## config.mk

```make
export PLATFORM = sky130hd
export DESIGN_NAME = dsmc_cell
export DESIGN_NICKNAME = d
export VERILOG_FILES = /design/src/rtl/dsmc_pkg.sv /design/src/rtl/dsmc_cell.sv
export SDC_FILE = /design/constraint.sdc
export NUM_CORES = 1
export LEC_CHECK = 0
export BUFFER_PORTS_ARGS = -buffer_cell sky130_fd_sc_hd__buf_2
export CORE_UTILIZATION = 50
export CTS_CLUSTER_DIAMETER = 120
export DETAILED_ROUTE_END_ITERATION = 6
export PLACE_DENSITY = 0.83
export SLEW_MARGIN = 0
export SYNTH_ARGS = -nofsm -noshare
export SYNTH_HDL_FRONTEND = slang
export SYNTH_SLANG_ARGS = --single-unit
export TNS_END_PERCENT = 50
```

## constraint.sdc

```tcl
create_clock -name clk -period 5.95 [get_ports clk]
set_input_delay 1.19 -clock clk [delete_from_list [all_inputs] [get_ports clk]]
set_output_delay 1.19 -clock clk [all_outputs]
set_load 0.005 [all_outputs]
```

## src/rtl/dsmc_pkg.sv

```systemverilog
`timescale 1ns / 1ps
// shared constants, types and control structs of the digit sum multiple counter
package dsmc_pkg;

  localparam int MAX_DIVISOR = 128;
  localparam int IDX_W       = $clog2(MAX_DIVISOR);
  localparam int DIV_W       = 8;
  localparam int CMP_W       = (DIV_W > IDX_W + 1) ? DIV_W : IDX_W + 1;
  localparam int CNT_W       = 30;
  localparam int DIG_W       = 4;
  localparam int RADIX       = 10;
  localparam int KCNT_W      = $clog2(RADIX + 1);

  localparam logic [CNT_W-1:0] MODP      = CNT_W'(1000000007);
  localparam logic [DIG_W-1:0] DIGIT_MAX = DIG_W'(RADIX - 1);
  localparam logic [DIV_W-1:0] DIV_RESET = DIV_W'(1);

  // apb register map, byte addresses
  localparam int ADDR_W = 3;
  localparam logic [ADDR_W-1:0] REG_DIVISOR = ADDR_W'(0);

  typedef enum logic [1:0] {
    ST_IDLE,
    ST_REDUCE,
    ST_RUN,
    ST_COMMIT
  } state_t;

  // sequencer to cell row
  typedef struct packed {
    logic             clr_acc;
    logic             shift;
    logic             add_en;
    logic             inc_en;
    logic             commit;
    logic             wipe;
    logic [IDX_W-1:0] dm1;
    logic [IDX_W-1:0] tight;
  } cell_ctl_t;

  // sequencer to output stage
  typedef struct packed {
    logic load_out;
    logic res_zero;
  } seq_stat_t;

endpackage

```

## src/rtl/dsmc_cell.sv

```systemverilog
`timescale 1ns / 1ps
// one residue cell: stationary table entry plus a travelling accumulator
module dsmc_cell (
  input  logic                         clk,
  input  logic                         rst_n,
  input  logic [dsmc_pkg::IDX_W-1:0]   cell_idx,
  input  dsmc_pkg::cell_ctl_t          ctl,
  input  logic [dsmc_pkg::CNT_W-1:0]   next_sum,
  input  logic [dsmc_pkg::CNT_W-1:0]   head_sum,
  output logic [dsmc_pkg::CNT_W-1:0]   sum_out,
  output logic [dsmc_pkg::CNT_W-1:0]   acc_out
);

  logic [dsmc_pkg::CNT_W-1:0] acc_r, acc_nxt;
  logic [dsmc_pkg::CNT_W-1:0] cnt_r, cnt_nxt;
  logic                       active;
  logic                       is_tail;
  logic                       inc;
  logic [dsmc_pkg::CNT_W:0]   raw;
  logic [dsmc_pkg::CNT_W-1:0] red;

  assign active  = (cell_idx <= ctl.dm1);
  assign is_tail = (cell_idx == ctl.dm1);
  assign inc     = ctl.inc_en && (cell_idx == ctl.tight);

  // acc + entry + tight branch, one conditional subtract keeps it below the modulus
  assign raw = {1'b0, acc_r} + {1'b0, cnt_r} + {{dsmc_pkg::CNT_W{1'b0}}, inc};
  assign red = (raw >= {1'b0, dsmc_pkg::MODP}) ?
               dsmc_pkg::CNT_W'(raw - {1'b0, dsmc_pkg::MODP}) :
               raw[dsmc_pkg::CNT_W-1:0];

  assign sum_out = ctl.add_en ? red : acc_r;
  assign acc_out = acc_r;

  always_comb begin
    acc_nxt = acc_r;
    if (ctl.clr_acc) begin
      acc_nxt = '0;
    end else if (ctl.shift) begin
      acc_nxt = is_tail ? head_sum : next_sum;
    end
  end

  always_comb begin
    cnt_nxt = cnt_r;
    if (ctl.wipe) begin
      cnt_nxt = '0;
    end else if (ctl.commit) begin
      cnt_nxt = active ? acc_r : '0;
    end
  end

  always_ff @(posedge clk) begin
    acc_r <= acc_nxt;
  end

  always_ff @(posedge clk) begin
    if (!rst_n) begin
      cnt_r <= '0;
    end else begin
      cnt_r <= cnt_nxt;
    end
  end

endmodule

```

== After elaboration in Yosys (flattened, before gate mapping) ==
Cells that the tools add are included.

* Flip-flop bits (word level): 60
* Bits of input ports: 89
* Output and inout port bits: 60

* $add $sub $neg: 3
* Magnitude comparators: 2
* Equality and inequality tests: 2
* Mux-type cells: 4
* Bitwise gates (word level): 1
* Reduce and logical (&&, ||, !) cells: 2

{| class="wikitable"
|+ Operators by type and width
! cell !! number
|-
| 30-bit two-way mux || 4
|-
| 30-bit by 30-bit adder with 31-bit output || 1
|-
| 31-bit by 1-bit adder with 31-bit output || 1
|-
| 31-bit by 30-bit greater-or-equal comparator with 1-bit output, second input constant || 1
|-
| 30-bit subtractor, second input constant || 1
|-
| 7-bit == test || 2
|-
| 7-bit <= comparator || 1
|-
| 2-bit OR reduction || 1
|-
| 1-bit logical AND || 1
|-
| 1-bit inverter || 1
|}

== Longest topological paths before layout ==
* Depth after elaboration: 6
* Mapped depth: 20
* Mapped depth without buffers: 17

== Worst setup path before layout ==
No wires, ideal clock.

* Path kind: input-to-output
* From: input ctl[4] (netlist name)
* To: output sum_out[5] (netlist name)
* Data arrival time: 5.027 ns
* Required time: 4.760 ns
* Slack: -0.267 ns
* Stages on the path: 18
* Buffers on the path: 1
* Cell sequence: xor2_1 -> nor4_1 -> nand4_1 -> fa_1 -> inv_1 -> fa_1 -> a211oi_2 -> o211ai_2 -> a21oi_1 -> nand4b_1 -> and3_1 -> buf_1 -> nor4_1 -> o211ai_1 -> a311oi_4 -> a21oi_2 -> or4_1 -> a31oi_1

* Word-level cells in the longest chain between the ends: 6

{| class="wikitable"
|+ Ends and longest elaborated chain
! item !! RTL line !! RTL
|-
| start, declared || dsmc_cell.sv:7 || <nowiki>input dsmc_pkg::cell_ctl_t ctl,</nowiki>
|-
| 7-bit == test * || dsmc_cell.sv:24 || <nowiki>assign inc = ctl.inc_en && (cell_idx == ctl.tight);</nowiki>
|-
| 1-bit logical AND * || dsmc_cell.sv:24 ||
|-
| 31-bit by 1-bit adder with 31-bit output * || dsmc_cell.sv:27 || <nowiki>assign raw = {1'b0, acc_r} + {1'b0, cnt_r} + {{dsmc_pkg::CNT_W{1'b0}}, inc};</nowiki>
|-
| 30-bit subtractor / 31-bit by 30-bit greater-or-equal comparator with 1-bit output (equally long branches) || dsmc_cell.sv:29, dsmc_cell.sv:28 ||
|-
| 30-bit two-way mux * || dsmc_cell.sv:28 || <nowiki>assign red = (raw >= {1'b0, dsmc_pkg::MODP}) ?</nowiki>
|-
| 30-bit two-way mux * || dsmc_cell.sv:32 || <nowiki>assign sum_out = ctl.add_en ? red : acc_r;</nowiki>
|-
| end, declared || dsmc_cell.sv:10 || <nowiki>output logic [dsmc_pkg::CNT_W-1:0] sum_out,</nowiki>
|}

Every way passes the cells marked *; elsewhere a longest branch is shown, timed or not.

== Worst setup path in the final report ==
* From: input cell_idx[6] (netlist name)
* To: output sum_out[20] (netlist name)

* Word-level cells in the longest chain between the ends: 6

{| class="wikitable"
|+ Ends and longest elaborated chain
! item !! RTL line !! RTL
|-
| start, declared || dsmc_cell.sv:6 || <nowiki>input logic [dsmc_pkg::IDX_W-1:0] cell_idx,</nowiki>
|-
| 7-bit == test * || dsmc_cell.sv:24 ||
|-
| 1-bit logical AND * || dsmc_cell.sv:24 ||
|-
| 31-bit by 1-bit adder with 31-bit output * || dsmc_cell.sv:27 ||
|-
| 30-bit subtractor / 31-bit by 30-bit greater-or-equal comparator with 1-bit output (equally long branches) || dsmc_cell.sv:29, dsmc_cell.sv:28 ||
|-
| 30-bit two-way mux * || dsmc_cell.sv:28 ||
|-
| 30-bit two-way mux * || dsmc_cell.sv:32 ||
|}

Marked as above.

==> run metrics <==
Routed WL 19340 um; die width 111.0 um; max-slew violations 0; syn nets 915; CTS tree yes; Die ar. 12310 um^2; Congestion Overflow GR 0; Yosys cell types 70; maximum fanout along the worst path 23; YS warnings 0; Initial Utilization 51.54%; unrepaired setup endpoints after global routing true; Worst EP required 4.76 ns; clk buf depth 2; PD cells 186.3 nW/um^2; area growth from synthesis to layout 34.72%; dpl ws -0.7888 ns; CTS Buf Count 9; Post-Synthesis Cell Area 5936 um^2; later-pin clock latency in the skew report 0.34 ns; Die Ht 111.0 um; Via density 6.089; DP Wirelength 13520 um; ANT cells 0; Root Buffer clkbuf_16; Final setup viols 30; Design Area, Final 7996 um^2; largest net degree at the start of global routing 61; via count 6935; max_cap viols 0; min Tclk post-route 6.756 ns; First DRT Iteration DRCs 528; setup slack after layout -0.8060 ns; Sink Count 60; H-tree depth 3; Syn Inst Count 787; share of post-route cells with drive strength above 1 32.03%; Max Clock Skew 0.01132 ns; Worst Tran Pin Value 1.169 ns; total power 1.490 mW; std cell rows 39; GR Util All Layers 29.95%; WL per Instance 16.98 um; relative slew slack 22.09%; hold bufs inserted after CTS 0; ys flop type dfxtp_1; failing checks DRC, setup timing; port bufs 148; vias in the first global route 6543; Critical-path top delay cell fa_2; Post-synth ARST share 0%; fin crit share 113.5%; placer congestion estimate 0.9458; DRC viols 19; post-synthesis register bit count 60; number of top-level pins 149; crit start category input pin; Post-DRT Antenna Nets 0; Final Hold Vio Count 0; syn avg cell area 7.542 um^2; antenna violations before repair 1; Cell Area, Placed 7298 um^2; first-pass GRT wire length 30080 um; storage element area 1201 um^2; FMAX 0.1480 GHz; run status finished, violations left; leak pwr 3.570 nW; DRT Pass-1 Iters 7; Core Area 11520 um^2; area of the multi-input gates 4697 um^2; CP cell instances buf_2 -> xor2_1 -> nor2_1 -> nand4_1 -> fa_2 -> inv_2 -> fa_2 -> a211oi_4 -> o211ai_2 -> buf_6 -> buf_4 -> o2111ai_4 -> o311ai_4 -> a211o_1 -> a31o_1 -> o211ai_1 -> a311oi_4 -> a21oi_2 -> buf_12 -> buf_4 -> mux2i_1 -> a211o_1 -> buf_2; EDFF count, synth 0; # fillers 936; fin nets 1120; clk slew on worst S/H paths 0.05 ns; crit end category primary output; Hold Path Class flip-flop to flip-flop; post-synthesis sequential area ratio 20.24%; CP Class input pin to primary output; critical path arrival 5.57 ns; VDD IR max 0.1202 mV; Critical Path Max Stage Delay 0.37 ns
per-layer routing:
layer | track usage (%) | wire length (um)
met5 | 0 | 8
met4 | 12.05 | 541
met3 | 4.702 | 1444
met2 | 52.24 | 9181
met1 | 36.65 | 8162
metrics by stage:
stage | setup TNS [ns] | std cells | hold WS (ns) | util, %
2_1_floorplan | -0.5060 | 787 | 0.5141 | -
3_3_place_gp | -16.26 | 1108 | 0.5179 | 63.37
5_1_grt | -24.65 | 1139 | 0.5727 | 69.44
4_1_cts | -18.48 | 1129 | 0.5403 | 67.39
6_report | -20.83 | 1139 | 0.5376 | 69.44
3_5_place_dp | -19.47 | 1108 | 0.5360 | 63.37
power by group:
part	internal, mW	switching [mW]
logic	0.208	0.240
clock network	0.387	0.211
registers	0.420	0.0242
final cells by class:
class / instances / area share, %
multi-input combinational: 655 / 58.74
clock inverter: 4 / 0.9075
sequential: 60 / 15.02
timing repair buffer: 237 / 18.57
clock buffer: 11 / 3.161
inverter: 29 / 1.361
tap: 143 / 2.238
cell families (layout without fill, tap and decap cells):
family | count (synthesis) | count (layout) | synth area share [%]
adder cells (fa/ha/maj) | 39 | 39 | 8.474
flip-flops | 60 | 60 | 20.24
AND/OR/NAND/NOR | 289 | 289 | 24.37
multiplexers | 41 | 41 | 7.019
AO/OA/AOI/OAI | 258 | 258 | 30.65
XOR/XNOR | 28 | 28 | 4.384
buffers and inverters | 72 | 281 | 4.869
worst max-delay path: cells and delay by family:
kind	cells	cell delay, ns
AND/OR/NAND/NOR	2	0.23
multiplexers	1	0.07
buffers and inverters	7	0.93
XOR/XNOR	1	0.22
adder cells (fa/ha/maj)	2	0.63
AO/OA/AOI/OAI	10	2.27
cell usage after synthesis (all sizes together), types with 10 or more instances:
| master | number | area share, % |
|---|---|---|
| nor2 | 107 | 6.8 |
| a21oi | 70 | 6.2 |
| dfxtp | 60 | 20 |
| nand2 | 46 | 2.9 |
| a211oi | 41 | 5.4 |
| nor2b | 38 | 4.0 |
| ha | 37 | 7.8 |
| mux2i | 36 | 6.1 |
| clkbuf | 29 | 1.8 |
| inv | 29 | 1.8 |
| a21o | 24 | 3.0 |
| o21ai | 23 | 1.9 |
| a31oi | 17 | 1.8 |
| xnor2 | 15 | 2.5 |
| buf | 14 | 1.2 |
| or3 | 14 | 1.5 |
| nand3 | 13 | 1.1 |
| xor2 | 13 | 1.9 |
| nor3 | 11 | 0.93 |
| o211ai | 11 | 1.5 |
| nand3b | 10 | 1.3 |
state kept, by name (all words and copies together), names as in the netlist:
name,flops
cnt_r,30
acc_out,30
cell usage in the layout (no fill, tap or decap), types with 9 or more instances in the layout:
master / n
inv_1: 28
buf_6: 9
a21oi_2: 9
o211ai_1: 10
nand3_1: 12
buf_4: 81
nand3b_1: 10
dfxtp_1: 60
a21oi_1: 60
a31oi_1: 16
ha_1: 37
xor2_1: 10
nor2_1: 104
nor2b_1: 38
mux2i_1: 36
a21o_1: 23
buf_2: 144
a211oi_1: 35
nand2_1: 44
clkbuf_16: 9
xnor2_1: 12
o21ai_0: 17
nor3_1: 11
or3_1: 14
path summary, 6_finish.rpt:
check	start	endpoint	slack, ns	cells past startpoint
setup / recovery	cell_idx[6]	sum_out[20]	-0.81	23
hold / removal	acc_out[14]	acc_out[14]	0.54	2
setup reg to reg	acc_out[9]	acc_out[9]	4.99	3
hold reg to reg	acc_out[14]	acc_out[14]	0.54	2
timing repair:
action / in CTS / in global routing
gates resized for setup: 21 / 28
buffers inserted: 6 / 10
endpoints found under the setup margin: 30 / 30
gates cloned: 0 / 0
pin swaps: 17 / 27
Power figures use the tool's default switching activity.
