`src/rtl/dsmc_pkg.sv`:
```
`timescale 1ns / 1ps
// shared constants, types and control structs of the digit sum multiple counter
package dsmc_pkg;

  localparam int MAX_DIVISOR = 128;
  localparam int IDX_W       = $clog2(MAX_DIVISOR);
  localparam int DIV_W       = 8;
  localparam int CMP_W       = (DIV_W > IDX_W + 1) ? DIV_W : IDX_W + 1;
  localparam int CNT_W       = 30;
  localparam int DIG_W       = 4;
  localparam int RADIX       = 10;
  localparam int KCNT_W      = $clog2(RADIX + 1);

  localparam logic [CNT_W-1:0] MODP      = CNT_W'(1000000007);
  localparam logic [DIG_W-1:0] DIGIT_MAX = DIG_W'(RADIX - 1);
  localparam logic [DIV_W-1:0] DIV_RESET = DIV_W'(1);

  // apb register map, byte addresses
  localparam int ADDR_W = 3;
  localparam logic [ADDR_W-1:0] REG_DIVISOR = ADDR_W'(0);

  typedef enum logic [1:0] {
    ST_IDLE,
    ST_REDUCE,
    ST_RUN,
    ST_COMMIT
  } state_t;

  // sequencer to cell row
  typedef struct packed {
    logic             clr_acc;
    logic             shift;
    logic             add_en;
    logic             inc_en;
    logic             commit;
    logic             wipe;
    logic [IDX_W-1:0] dm1;
    logic [IDX_W-1:0] tight;
  } cell_ctl_t;

  // sequencer to output stage
  typedef struct packed {
    logic load_out;
    logic res_zero;
  } seq_stat_t;

endpackage

```
`src/rtl/dsmc_seq.sv`:
```
`timescale 1ns / 1ps
// sequencer: digit intake, residue reduction, ring pass count and commit
module dsmc_seq (
  input  logic                         clk,
  input  logic                         rst_n,
  input  logic                         in_valid,
  input  logic [dsmc_pkg::DIG_W-1:0]   in_digit,
  input  logic                         in_last,
  output logic                         in_ready,
  input  logic [dsmc_pkg::IDX_W-1:0]   dm1,
  input  logic                         out_busy,
  output dsmc_pkg::cell_ctl_t          ctl,
  output dsmc_pkg::seq_stat_t          stat
);

  dsmc_pkg::state_t state_r, state_nxt;

  logic [dsmc_pkg::DIG_W-1:0]  dig_r;
  logic                        last_r;
  logic [dsmc_pkg::IDX_W-1:0]  tight_r;
  logic [dsmc_pkg::IDX_W-1:0]  p_r;
  logic [dsmc_pkg::IDX_W-1:0]  pos_r;
  logic [dsmc_pkg::KCNT_W-1:0] k_r;
  logic                        stall;
  logic                        run_done;
  logic                        need_sub;

  assign stall    = last_r && out_busy;
  assign need_sub = (tight_r > dm1);
  assign run_done = (pos_r == dm1) && (k_r >= dsmc_pkg::KCNT_W'(dsmc_pkg::RADIX - 1));

  always_comb begin
    state_nxt = state_r;
    case (state_r)
      dsmc_pkg::ST_IDLE: begin
        if (in_valid) state_nxt = dsmc_pkg::ST_REDUCE;
      end
      dsmc_pkg::ST_REDUCE: begin
        if (!need_sub) state_nxt = dsmc_pkg::ST_RUN;
      end
      dsmc_pkg::ST_RUN: begin
        if (run_done) state_nxt = dsmc_pkg::ST_COMMIT;
      end
      dsmc_pkg::ST_COMMIT: begin
        if (!stall) state_nxt = dsmc_pkg::ST_IDLE;
      end
      default: state_nxt = dsmc_pkg::ST_IDLE;
    endcase
  end

  always_comb begin
    in_ready       = 1'b0;
    ctl.clr_acc    = 1'b0;
    ctl.shift      = 1'b0;
    ctl.add_en     = 1'b0;
    ctl.inc_en     = 1'b0;
    ctl.commit     = 1'b0;
    ctl.wipe       = 1'b0;
    ctl.dm1        = dm1;
    ctl.tight      = tight_r;
    stat.load_out  = 1'b0;
    stat.res_zero  = (p_r == '0);
    case (state_r)
      dsmc_pkg::ST_IDLE: begin
        in_ready    = 1'b1;
        ctl.clr_acc = 1'b1;
      end
      dsmc_pkg::ST_REDUCE: begin
      end
      dsmc_pkg::ST_RUN: begin
        ctl.shift  = 1'b1;
        ctl.add_en = (k_r < dsmc_pkg::KCNT_W'(dsmc_pkg::RADIX));
        ctl.inc_en = (k_r < dsmc_pkg::KCNT_W'(dig_r));
      end
      dsmc_pkg::ST_COMMIT: begin
        ctl.commit    = !stall;
        ctl.wipe      = !stall && last_r;
        stat.load_out = !stall && last_r;
      end
      default: begin
      end
    endcase
  end

  // payload of the digit in flight
  always_ff @(posedge clk) begin
    if (state_r == dsmc_pkg::ST_IDLE && in_valid) begin
      dig_r  <= (in_digit > dsmc_pkg::DIGIT_MAX) ? dsmc_pkg::DIGIT_MAX : in_digit;
      last_r <= in_last;
    end
  end

  always_ff @(posedge clk) begin
    if (!rst_n) begin
      state_r <= dsmc_pkg::ST_IDLE;
      tight_r <= '0;
      p_r     <= '0;
      pos_r   <= '0;
      k_r     <= '0;
    end else begin
      state_r <= state_nxt;
      case (state_r)
        dsmc_pkg::ST_REDUCE: begin
          if (need_sub) begin
            tight_r <= tight_r - dm1 - dsmc_pkg::IDX_W'(1);
          end else begin
            p_r   <= tight_r;
            pos_r <= '0;
            k_r   <= '0;
          end
        end
        dsmc_pkg::ST_RUN: begin
          pos_r <= (pos_r == dm1) ? '0 : pos_r + dsmc_pkg::IDX_W'(1);
          if (k_r < dsmc_pkg::KCNT_W'(dsmc_pkg::RADIX)) begin
            k_r <= k_r + dsmc_pkg::KCNT_W'(1);
          end
          if (k_r < dsmc_pkg::KCNT_W'(dig_r)) begin
            p_r <= (p_r == dm1) ? '0 : p_r + dsmc_pkg::IDX_W'(1);
          end
        end
        dsmc_pkg::ST_COMMIT: begin
          if (!stall) tight_r <= last_r ? '0 : p_r;
        end
        default: begin
        end
      endcase
    end
  end

endmodule

```
`config.mk`:
```
export PLATFORM = sky130hd
export DESIGN_NAME = dsmc_seq
export DESIGN_NICKNAME = d
export VERILOG_FILES = /design/src/rtl/dsmc_pkg.sv /design/src/rtl/dsmc_seq.sv
export SDC_FILE = /design/constraint.sdc
export NUM_CORES = 1
export LEC_CHECK = 0
export ABC_CLOCK_PERIOD_IN_PS = 2150
export BUFFER_PORTS_ARGS = -buffer_cell sky130_fd_sc_hd__buf_4
export CORE_MARGIN = 3
export CORE_UTILIZATION = 30
export CTS_CLUSTER_DIAMETER = 60
export DETAILED_ROUTE_END_ITERATION = 16
export GPL_ROUTABILITY_DRIVEN = 1
export PLACE_DENSITY = 0.57
export SLEW_MARGIN = 20
export SYNTH_ARGS = -nofsm -noshare
export SYNTH_HDL_FRONTEND = slang
export SYNTH_SLANG_ARGS = --single-unit
export TNS_END_PERCENT = 1
```
`constraint.sdc`:
```
create_clock -name clk -period 2.15 [get_ports clk]
set_input_delay 0.1075 -clock clk [delete_from_list [all_inputs] [get_ports clk]]
set_output_delay 0.1075 -clock clk [all_outputs]
set_load 0.01 [all_outputs]
```
# Word-level counts from Yosys, hierarchy flattened
# Cells that the tools add are included.
# op_classes
n_addsub,5
n_lt_le_gt_ge,5
n_eq_ne,12
mux,23
reduce_logical,14
# ops
operator,n
$mux W7,8
$pmux W7 S2,3
$add A7 B1 Y7 const B,2
$eq A7 B7 Y1,2
$ne A2 B2 Y1 const B,7
$mux W2,5
$reduce_and A3 Y1,3
$mux W4,2
$pmux W2 S4,1
$pmux W4 S2,1
$gt A7 B7 Y1,1
$logic_not A7 Y1,1
$sub A7 B1 Y7 const B,1
$sub A7 B7 Y7,1
$add A4 B1 Y4 const B,1
$eq A2 B2 Y1 const B,2
$ge A4 B4 Y1 const B,1
$gt A4 B4 Y1 const B,1
$logic_and A1 B1 Y1,4
$lt A4 B4 Y1,1
$lt A4 B4 Y1 const B,1
$reduce_and A4 Y1,1
$reduce_bool A2 Y1,2
$mux W3,1
5 further kinds,6
# word_totals
reg_bits,32
input_bits,16
out_inout_bits,23
elab_cells,66

# Logic depth before layout (Yosys ltp)
# logic_depth
depth_word,4
depth_mapped,10
ltp_nobuf,10

# Worst setup path before layout
# Ideal clock, no wire load.
# synth_timing
path_kind,reg-to-reg
startpoint,reg tight_r[3] (netlist name)
endpoint,reg tight_r[5] (netlist name)
setup_time_ns,0.116
arrival_time_ns,1.774
required_ns,2.034
setup_slack_ns,0.259
stages_incl_launch_ff,9
path_buffers,1
period_less_slack_ns,1.891
path_cell_list,dfxtp_1 > ha_1 > nand4_2 > a21oi_2 > o221ai_4 > a21oi_4 > buf_6 > o211ai_2 > o211a_1
# synth_between
elab_chain_len,4
word_cells_on_any_way,7
classes_between,add/sub (2); order compare (1); eq/ne (1); mux (2); reduce/logical (1)
# synth_rtl
element,line_no,text
start: declaration,dsmc_seq.sv:20,logic [dsmc_pkg::IDX_W-1:0] tight_r;
start signal: assignment,dsmc_seq.sv:105,tight_r <= tight_r - dm1 - dsmc_pkg::IDX_W'(1);
start signal: assignment,dsmc_seq.sv:122,if (!stall) tight_r <= last_r ? '0 : p_r;
$sub A7 B7 Y7,dsmc_seq.sv:105,
$sub A7 B1 Y7,dsmc_seq.sv:105,
$mux W7,dsmc_seq.sv:104,if (need_sub) begin
$pmux W7 S2,dsmc_seq.sv:102,case (state_r)
# Parallel ways exist; a longest one is shown, timed or not. The select of a mux whose other input is x is not followed.
# A chain may end at the register's enable or synchronous reset.

# Final worst setup path
# layout_timing
startpoint,reg tight_r[1] (netlist name)
endpoint,reg tight_r[6] (netlist name)
# The elaborated chain is that of the path after synthesis.

==> flow_summary.ini <==
[clock_tree]
clkTransAtPathRegs_ps = 80
cts_sinks = 32
cts_buffers = 5
cts-root-buf = clkbuf_8
cts_tree = done
worstSkewPairLatency_ps = 290
htreeDepth = 2
clk_path_buf_depth = 2

[yosys]
synth_edf_count = 5
netlist_instances = 288
synthMuxAreaShare_pct = 0.406
synth_ff_type = dfxtp_1
synth_xor_area_share_pct = 6.39
syn-num-nets = 326
ys_types = 62
yosysSeqAreaShare_pct = 28.0
synth_top_area_cell = dfxtp_1
synth_area_leaders = dfxtp_1, ha_1, edfxtp_1
synthAdderAreaFrac_pct = 11.5
synth_top_cells_by_count = dfxtp_1, inv_1, ha_1
synth_area_per_cell_um2 = 8.57
synth_top_family_by_area = compound AO/OA/AOI/OAI gates
yosys.area.top_type_share_pct = 21.9
yosys.area_share.simple_pct = 18.3
synth_compound_area_share_pct = 25.9
async_reset_ff_share_pct = 0
synth.cell_area_um2 = 2470
ys_ff_latch = 32
yosysMostFrequentCell = dfxtp_1
synth-warning-count = 0

[pwr]
p_leak_nw = 1.29
powerDensity_nw_per_um2 = 982
ir_worst_vdd_uv = 461

[global_route]
antenna_found_initial = 0
overflow = 0
grt_pass1_wl_um = 10300
grtUsageTotal_pct = 13.4
first_global_vias = 2033
grt_max_degree = 38

[die]
die_area_um2 = 9350
core_um2 = 7850
die_h_um = 96.7
start_util_pct = 31.4
rows = 32
die_w_um = 96.7
io_pins = 39

[critical_path]
cp-start-kind = flop
crit_path_cell_trace = ha_1 -> nand3b_1 -> a21oi_2 -> o221ai_4 -> a21oi_4 -> buf_4 -> and3_2 -> nor2_1
cp.required_ps = 2340
path_buf_inv = 1
cp_top_family = compound AO/OA/AOI/OAI gates
max_stage_delay_ps = 390
worst-path-max-fanout = 8
crit_slowest_cell = dfxtp_1
cp.arrival_ps = 2210
endpoint_kind = flop
crit_type = reg -> reg

[sta]
setup_viol = 0
period_minus_slack_ps = 2020
drv_slew = 0
max_freq_mhz = 495
finalCritPeriodShare_pct = 93.9
finalHoldViolations = 0
worst_pin_slew_ps = 542
fin_skew_ps = 15.2
hold-worst-slack_ps = 21.3
maxSlewHeadroom_pct = 63.5

[drt]
vias = 2192
dr.max_layer_used = met4
wl_met2_um = 2820
drcViolationCount = 0
wl_met1_um = 3200
wirelength_um = 6330
drt_first_pass_iters = 4
dr_wl_met3_um = 229
viasPerCell = 5.10
drtIter0Drc = 65
detail-route-antenna-nets = 0
avgRoutedWirePerCell_um = 14.7

[placed_design]
dp_hpwl_um = 4600
placed_area_um2 = 2820
place_congestion = 0.830
port_buffers = 38

[status]
outcome = complete, no violations

[layout]
area_growth_pct = 23.0
drive_above_1_share_pct = 25.0
stdcell_area_um2 = 3040
diodes = 0
fin_nets = 365

[worst_hold_path]
hold_class = in -> reg

[job]
maxCapViolations = 0
[report_power, final]
group | switching (W) | total, W | internal (W) | leakage (nW)
combinational | 0.000821 | 0.00150 | 0.000681 | 0.966
clock | 0.000247 | 0.000591 | 0.000344 | 0.0585
sequential | 0.000151 | 0.000886 | 0.000735 | 0.267
total | 0.00122 | 0.00298 | 0.00176 | 1.29
[cell type report]
class	instances	area, µm²
clock buffers	5	68.8
clock inverters	3	41.3
fillers	826	4810
inverters	26	97.6
multi-input cells	209	1610
flip-flops and latches	32	692
well taps	102	128
repair buffers	53	400
[placed cells by master, fill, tap and decap left out, drive strengths merged, types with 5 or more instances in the layout]
cell / n
and3: 6
o211a: 6
nor2: 9
nand3b: 8
o21ai: 21
nor2b: 11
inv: 27
a21oi: 21
nand2b: 5
xnor2: 14
o211ai: 7
a22oi: 5
nand2: 17
nand3: 12
dfxtp: 27
edfxtp: 5
clkbuf: 5
buf: 52
ha: 21
[flip-flops by register name, summed over array words and instances, names as in the netlist]
register / cells
p_r: 7
pos_r: 7
tight_r: 7
dig_r: 4
k_r: 4
state_r: 2
last_r: 1
[path summary, 6_finish.rpt]
| path | startpoint | to | slack [ps] | cells past startpoint |
|---|---|---|---|---|
| worst max-delay path | tight_r[1] | tight_r[6] | 130 | 8 |
| worst min-delay path | in_digit[3] | dig_r[3] | 20 | 1 |
| worst max register to register | tight_r[1] | tight_r[6] | 130 | 8 |
| worst min register to register | pos_r[6] | pos_r[6] | 500 | 2 |
[per-layer routing]
| metal | vias up | track usage (%) |
|---|---|---|
| li1 | 1097 | - |
| met1 | 1043 | 18.8 |
| met2 | 44 | 20.9 |
| met3 | 8 | 1.87 |
| met4 | 0 | 4.54 |
| met5 | - | 0 |
[per-stage QoR]
stage | util, % | std cells | setup WS [ps] | total power (W) | setup TNS (ps)
after floorplan | - | 288 | 259 | 0.00189 | 0
after global placement | 35.9 | 417 | 86.0 | 0.00231 | 0
after detailed placement | 35.9 | 417 | 31.4 | 0.00233 | 0
after CTS | 37.4 | 426 | 19.9 | 0.00292 | 0
after global routing | 38.7 | 430 | -11.3 | 0.00320 | -15.8
final | 38.7 | 430 | 131 | 0.00298 | 0
[worst register-to-register path, stage by stage (launching register included)]
cell,delay (ps)
dfxtp_1,390
ha_1,350
nand3b_1,100
a21oi_2,180
o221ai_4,190
a21oi_4,320
buf_4,190
and3_2,160
nor2_1,40
[cells by family after synthesis]
| group | after synthesis |
|---|---|
| compound gates | 88 |
| simple gates | 80 |
| buf+inv | 47 |
| flops | 32 |
| fa+ha+maj | 22 |
| xor+xnor | 18 |
| mux | 1 |
[timing repair]
item	in CTS	in global routing
resized for setup	0	9
endpoints found under the setup margin	0	18
buffers inserted	0	4
endpoints found under the hold margin	1	0
hold buffers	1	0
No activity file was read; power rests on OpenSTA's default activity.
